[config.mk]
export PLATFORM = sky130hd
export DESIGN_NAME = mfer_median
export DESIGN_NICKNAME = d
export VERILOG_FILES = /design/src/sv/mfer_pkg.sv /design/src/sv/mfer_median.sv
export SDC_FILE = /design/constraint.sdc
export NUM_CORES = 2
export LEC_CHECK = 0
export ABC_AREA = 1
export ABC_CLOCK_PERIOD_IN_PS = 7300
export BUFFER_PORTS_ARGS = -buffer_cell sky130_fd_sc_hd__buf_2
export CAP_MARGIN = 10
export CORE_UTILIZATION = 55
export CTS_CLUSTER_SIZE = 30
export DETAILED_ROUTE_END_ITERATION = 10
export PLACE_DENSITY = 0.74
export RECOVER_POWER = 25
export SYNTH_ARGS = -nofsm -noshare
export SYNTH_HDL_FRONTEND = slang
export SYNTH_SLANG_ARGS = --single-unit
[constraint.sdc]
create_clock -name clk -period 7.3 [get_ports clk]
set_input_delay 1.46 -clock clk [delete_from_list [all_inputs] [get_ports clk]]
set_output_delay 1.46 -clock clk [all_outputs]
set_load 0.02 [all_outputs]
[src/sv/mfer_pkg.sv]
// Shared types and constants for the edge-replicating median filter.
// No dependencies; every other file refers to this package by scoped names.
`timescale 1ns / 1ps
`default_nettype none
package mfer_pkg;

  localparam int KSIZE_DEF      = 3;
  localparam int MAX_WIDTH_DEF  = 2048;
  localparam int MAX_HEIGHT     = 2048;
  localparam int MAX_RESULTS    = 4;
  localparam int QDEPTH         = 128;
  localparam int ENTRY_DEPTH    = 256;
  localparam int JOB_DEPTH      = 32;
  localparam int GRANT_DEPTH    = 32;
  localparam int CHANNELS       = 3;

  localparam int CH_W    = 8;
  localparam int PIX_W   = CHANNELS * CH_W;
  localparam int COORD_W = 11;
  localparam int DIM_W   = 12;
  localparam int SPAN_W  = 3;
  localparam int EFF_W   = 6;
  localparam int GNT_W   = 3;
  localparam int VQ_W    = 8;

  localparam logic [0:0] REG_IMAGE_WIDTH  = 1'b0;
  localparam logic [0:0] REG_IMAGE_HEIGHT = 1'b1;

  localparam logic [DIM_W-1:0] WIDTH_RST  = 12'd640;
  localparam logic [DIM_W-1:0] HEIGHT_RST = 12'd480;

  typedef logic [PIX_W-1:0] pix_t;

  // One median and the block of output positions it fills.
  typedef struct packed {
    logic [COORD_W-1:0] r0;
    logic [COORD_W-1:0] c0;
    logic [SPAN_W-1:0]  cspan;
    logic [EFF_W-1:0]   eff;
  } job_geom_t;

  typedef struct packed {
    logic [COORD_W-1:0] row;
    logic [COORD_W-1:0] col;
    pix_t               pix;
  } res_entry_t;

  typedef struct packed {
    logic job_pop;
    logic gnt_pop;
  } q_stat_t;

endpackage
`default_nettype wire

[src/sv/mfer_median.sv]
// Pipelined rank-select median over the window, per channel.
// Depends on mfer_pkg.
`timescale 1ns / 1ps
`default_nettype none
module mfer_median #(
  parameter int KSIZE  = mfer_pkg::KSIZE_DEF,
  localparam int HALF  = (KSIZE - 1) / 2,
  localparam int WIN   = 2 * HALF + 1,
  localparam int NE    = WIN * WIN,
  localparam int MID   = NE / 2
) (
  input  wire logic                   clk,
  input  wire logic                   rst_n,
  input  wire logic                   tag_vld,
  input  wire mfer_pkg::job_geom_t    tag,
  input  wire mfer_pkg::pix_t [NE-1:0] win,
  output logic                        med_vld,
  output mfer_pkg::pix_t              med,
  output mfer_pkg::job_geom_t         med_tag
);

  localparam int NCH = mfer_pkg::CHANNELS;
  localparam int CW  = mfer_pkg::CH_W;

  logic [NCH-1:0][NE-1:0][NE-1:0] lt;
  logic                           a_vld_r;
  mfer_pkg::job_geom_t            a_tag_r;
  mfer_pkg::pix_t [NE-1:0]        a_val_r;
  logic [NCH-1:0][NE-1:0][NE-1:0] a_lt_r;
  logic                           b_vld_r;
  mfer_pkg::job_geom_t            b_tag_r;
  mfer_pkg::pix_t [NE-1:0]        b_val_r;
  logic [NCH-1:0][NE-1:0]         sel;
  logic [NCH-1:0][NE-1:0]         b_sel_r;

  // Ties are broken by position, so exactly one element has rank MID.
  always_comb begin
    for (int c = 0; c < NCH; c++) begin
      for (int i = 0; i < NE; i++) begin
        for (int j = 0; j < NE; j++) begin
          if (j < i) begin
            lt[c][i][j] = win[j][c*CW +: CW] <= win[i][c*CW +: CW];
          end else begin
            lt[c][i][j] = win[j][c*CW +: CW] < win[i][c*CW +: CW];
          end
        end
      end
    end
  end

  always_comb begin
    for (int c = 0; c < NCH; c++) begin
      for (int i = 0; i < NE; i++) begin
        sel[c][i] = ($countones(a_lt_r[c][i]) == MID);
      end
    end
  end

  always_ff @(posedge clk) begin
    if (!rst_n) begin
      a_vld_r <= 1'b0;
      b_vld_r <= 1'b0;
    end else begin
      a_vld_r <= tag_vld;
      b_vld_r <= a_vld_r;
    end
  end

  always_ff @(posedge clk) begin
    a_tag_r <= tag;
    a_val_r <= win;
    a_lt_r  <= lt;
    b_tag_r <= a_tag_r;
    b_val_r <= a_val_r;
    b_sel_r <= sel;
  end

  always_comb begin
    med = '0;
    for (int c = 0; c < NCH; c++) begin
      for (int i = 0; i < NE; i++) begin
        if (b_sel_r[c][i]) begin
          med[c*CW +: CW] = med[c*CW +: CW] | b_val_r[i][c*CW +: CW];
        end
      end
    end
  end

  assign med_vld = b_vld_r;
  assign med_tag = b_tag_r;

endmodule
`default_nettype wire

==> out/qor.yml <==
pwr:
  power_density_nw_per_um2: 255
  power_frac_comb: 0.291
  leakage_nw: 27.2
  pwr-share-clk: 0.336
  p_switching_mw: 4.17
  seq_power_share: 0.373
  switching_share: 0.337
  internal-power_mw: 8.22
  ir_worst_vdd_v: 0.000177
grt:
  antenna_found_initial: 5
  grt_pass1_wl_mm: 186
  grt_pass1_vias: 33200
  grt_usage: 0.310
  gr-total-overflow: 0
  grt_max_degree: 17
detailed_routing:
  drt_pre_antenna_iters: 5
  drtIter0Drc: 2256
  drc_errors: 0
  ant_nets: 0
  vias_per_cell: 5.31
  wl_mm: 124
  wl_per_cell_um: 18.8
  vias: 35000
placement:
  gp_congestion: 0.955
  port_buffers: 305
  dp.final_hpwl_mm: 91.5
die:
  die_area_um2: 79800
  io_pins: 306
  core_um2: 77700
  start_util: 0.557
  fp.dieH_um: 283
  num_rows: 102
  die_w_um: 283
sta:
  hold_viol: 0
  setup_viol: 0
  period_minus_slack_ns: 3.50
  final_max_slew_viol_count: 0
  timing.final.crit_share: 0.479
  max_freq_mhz: 286
  holdWs_ns: 0.309
  relSlewSlack: 0.573
  rsz0062_at_grt: "false"
  tightest_slew_ns: 0.639
  finalSetupTns_ns: 0
  finClkSkew_ns: 0.0313
run:
  cap_viol_max_count: 0
critical_path:
  worstSetupPathType: "reg2out"
  cp-start-kind: "register"
  path_max_fanout: 8
  endpoint_kind: "primary output"
  cp.arrival_ns: 2.04
  worstPathRequired_ns: 5.84
finish:
  fill_cells: 6587
  areaGrowthSynthToFinish_pct: 12.4
  multi_input_area_um2: 25100
  drive_gt1_frac: 0.108
  nets: 6802
  seqCellArea_um2: 14800
synth:
  avgSynthCellArea_um2: 8.43
  yosysUniqueCellTypes: 25
  yosysWarnings: 0
  synth_nets: 6445
  yosys_register_bits: 739
  ys_seq_area_frac: 0.342
  syn-cell-area_um2: 43300
  syn_inst: 5136
cts:
  clk_pin_slew_ns: 0.06
  clk_path_buf_depth: 3
  clk_root_buffer_cell: "clkbuf_16"
  numCtsBuffers: 77
  clock_latency_ns: 0.63
  cts_tree: "yes"
  cts_resized: 0
  hold_buffers: 0
  clock_sinks: 739
  cts_setup_buffers: 0
  h-tree-depth: 3
min_path:
  hold_path.class: "reg2reg"
outcome:
  outcome: "complete, no violations"
## synthesized netlist by cell type
cell type / n / area share
and3_1: 19 / 0.0027
buf_2: 15 / 0.0017
nor2_2: 91 / 0.013
ha_1: 951 / 0.27
buf_4: 7 / 0.0012
a211o_1: 6 / 0.0012
a21oi_1: 359 / 0.042
nand4_1: 113 / 0.016
nor2_1: 263 / 0.023
nand2_1: 1311 / 0.11
nor3_1: 37 / 0.0043
nand3_1: 64 / 0.0074
nor2_4: 2 / 0.00052
dfxtp_1: 739 / 0.34
a22oi_1: 2 / 0.00035
nand2_2: 35 / 0.0051
inv_2: 35 / 0.0030
clkbuf_2: 1 / 0.00012
buf_6: 4 / 0.0010
inv_1: 819 / 0.071
fa_1: 108 / 0.050
a21oi_2: 3 / 0.00061
nand3b_1: 19 / 0.0033
a31oi_1: 25 / 0.0036
a21o_1: 108 / 0.019
## through the flow
step / util / instance area, um2 / instances / worst slack, ns / power (mW)
floorplan: - / 43300 / 5136 / 4.48 / 7.10
global placement: 0.591 / 45900 / 6454 / 4.17 / 8.08
detailed placement: 0.591 / 45900 / 6454 / 4.14 / 8.26
CTS: 0.626 / 48600 / 6594 / 3.89 / 12.4
global route: 0.626 / 48600 / 6594 / 3.73 / 13.2
finish: 0.626 / 48600 / 6596 / 3.80 / 12.4
## area by class of cell
type	count	area share
clock buffer	99	0.0447
timing repair buffer	305	0.0314
clock inverter	41	0.0107
antenna	2	0.000103
inverter	854	0.0659
sequential	739	0.304
multi-input combinational	3516	0.516
tap	1040	0.0268
## power by group through the flow
| stage | Sequential, mW | Clock [mW] | Combinational [mW] |
|---|---|---|---|
| 2_1_floorplan | 4.56 | 0 | 2.54 |
| 3_3_place_gp | 4.70 | 0 | 3.38 |
| 3_5_place_dp | 4.70 | 0 | 3.56 |
| 4_1_cts | 4.62 | 4.21 | 3.59 |
| 5_1_grt | 4.65 | 4.38 | 4.16 |
| 6_report | 4.62 | 4.16 | 3.61 |
## logic make-up (layout without fill, tap and decap cells)
logic type	Yosys count	count (layout)	synth area share
buffers and inverters	881	1299	0.0782
other	0	2	0
adders and majority gates	1059	1059	0.325
DFF	739	739	0.342
and+or+nand+nor	1954	1954	0.189
AOI/OAI and AO/OA	503	503	0.0660
## per-layer routing
layer  up-vias  part of all wire  global-route usage
li1      17200                 -                   -
met1     16100              0.42               0.396
met2      1337              0.45               0.506
met3       348             0.088              0.0572
met4         6             0.048               0.144
met5         -           0.00027                   0
## critical path, cell delays in order (launching register included)
cell and delay [ns]:
dfxtp_1 0.46, nand2_1 0.12, nand2_1 0.06, a21oi_1 0.46, nand3_1 0.13, buf_2 0.18
## sequential cells by signal (all words and copies together) (netlist names)
name,flops
b_val_r,216
med_vld,1
med_tag,31
a_vld_r,1
a_lt_r,216
a_val_r,216
a_tag_r,31
b_sel_r,27
## worst paths after layout
check / slack, ns / from / endpoint / cells after the start
worst min-delay path: 0.31 / a_val_r[162] / b_val_r[162] / 0
worst max-delay path: 3.80 / b_sel_r[1] / med[7] / 5
worst min register to register: 0.31 / a_val_r[162] / b_val_r[162] / 0
worst max register to register: 4.13 / a_lt_r[135] / b_sel_r[15] / 11
## cell usage in the layout, fill, tap and decap left out
cell,instances
a22oi_1,2
clkbuf_1,9
and3_1,19
nand3_1,64
clkinv_2,7
clkinv_4,5
buf_2,305
fa_1,108
clkinvlp_4,8
nand4_1,113
clkbuf_8,10
diode_2,2
nand3b_1,19
nor2_1,263
a21oi_2,3
nor2_2,91
clkbuf_16,80
nand2_2,35
inv_6,10
a21oi_1,359
a31oi_1,25
bufinv_16,8
inv_8,2
nor2_4,2
dfxtp_1,739
inv_2,35
nand2_1,1311
clkinv_16,1
a211o_1,6
nor3_1,37
inv_1,819
a21o_1,108
ha_1,951
Note: power is estimated with default switching activity, not from simulation.
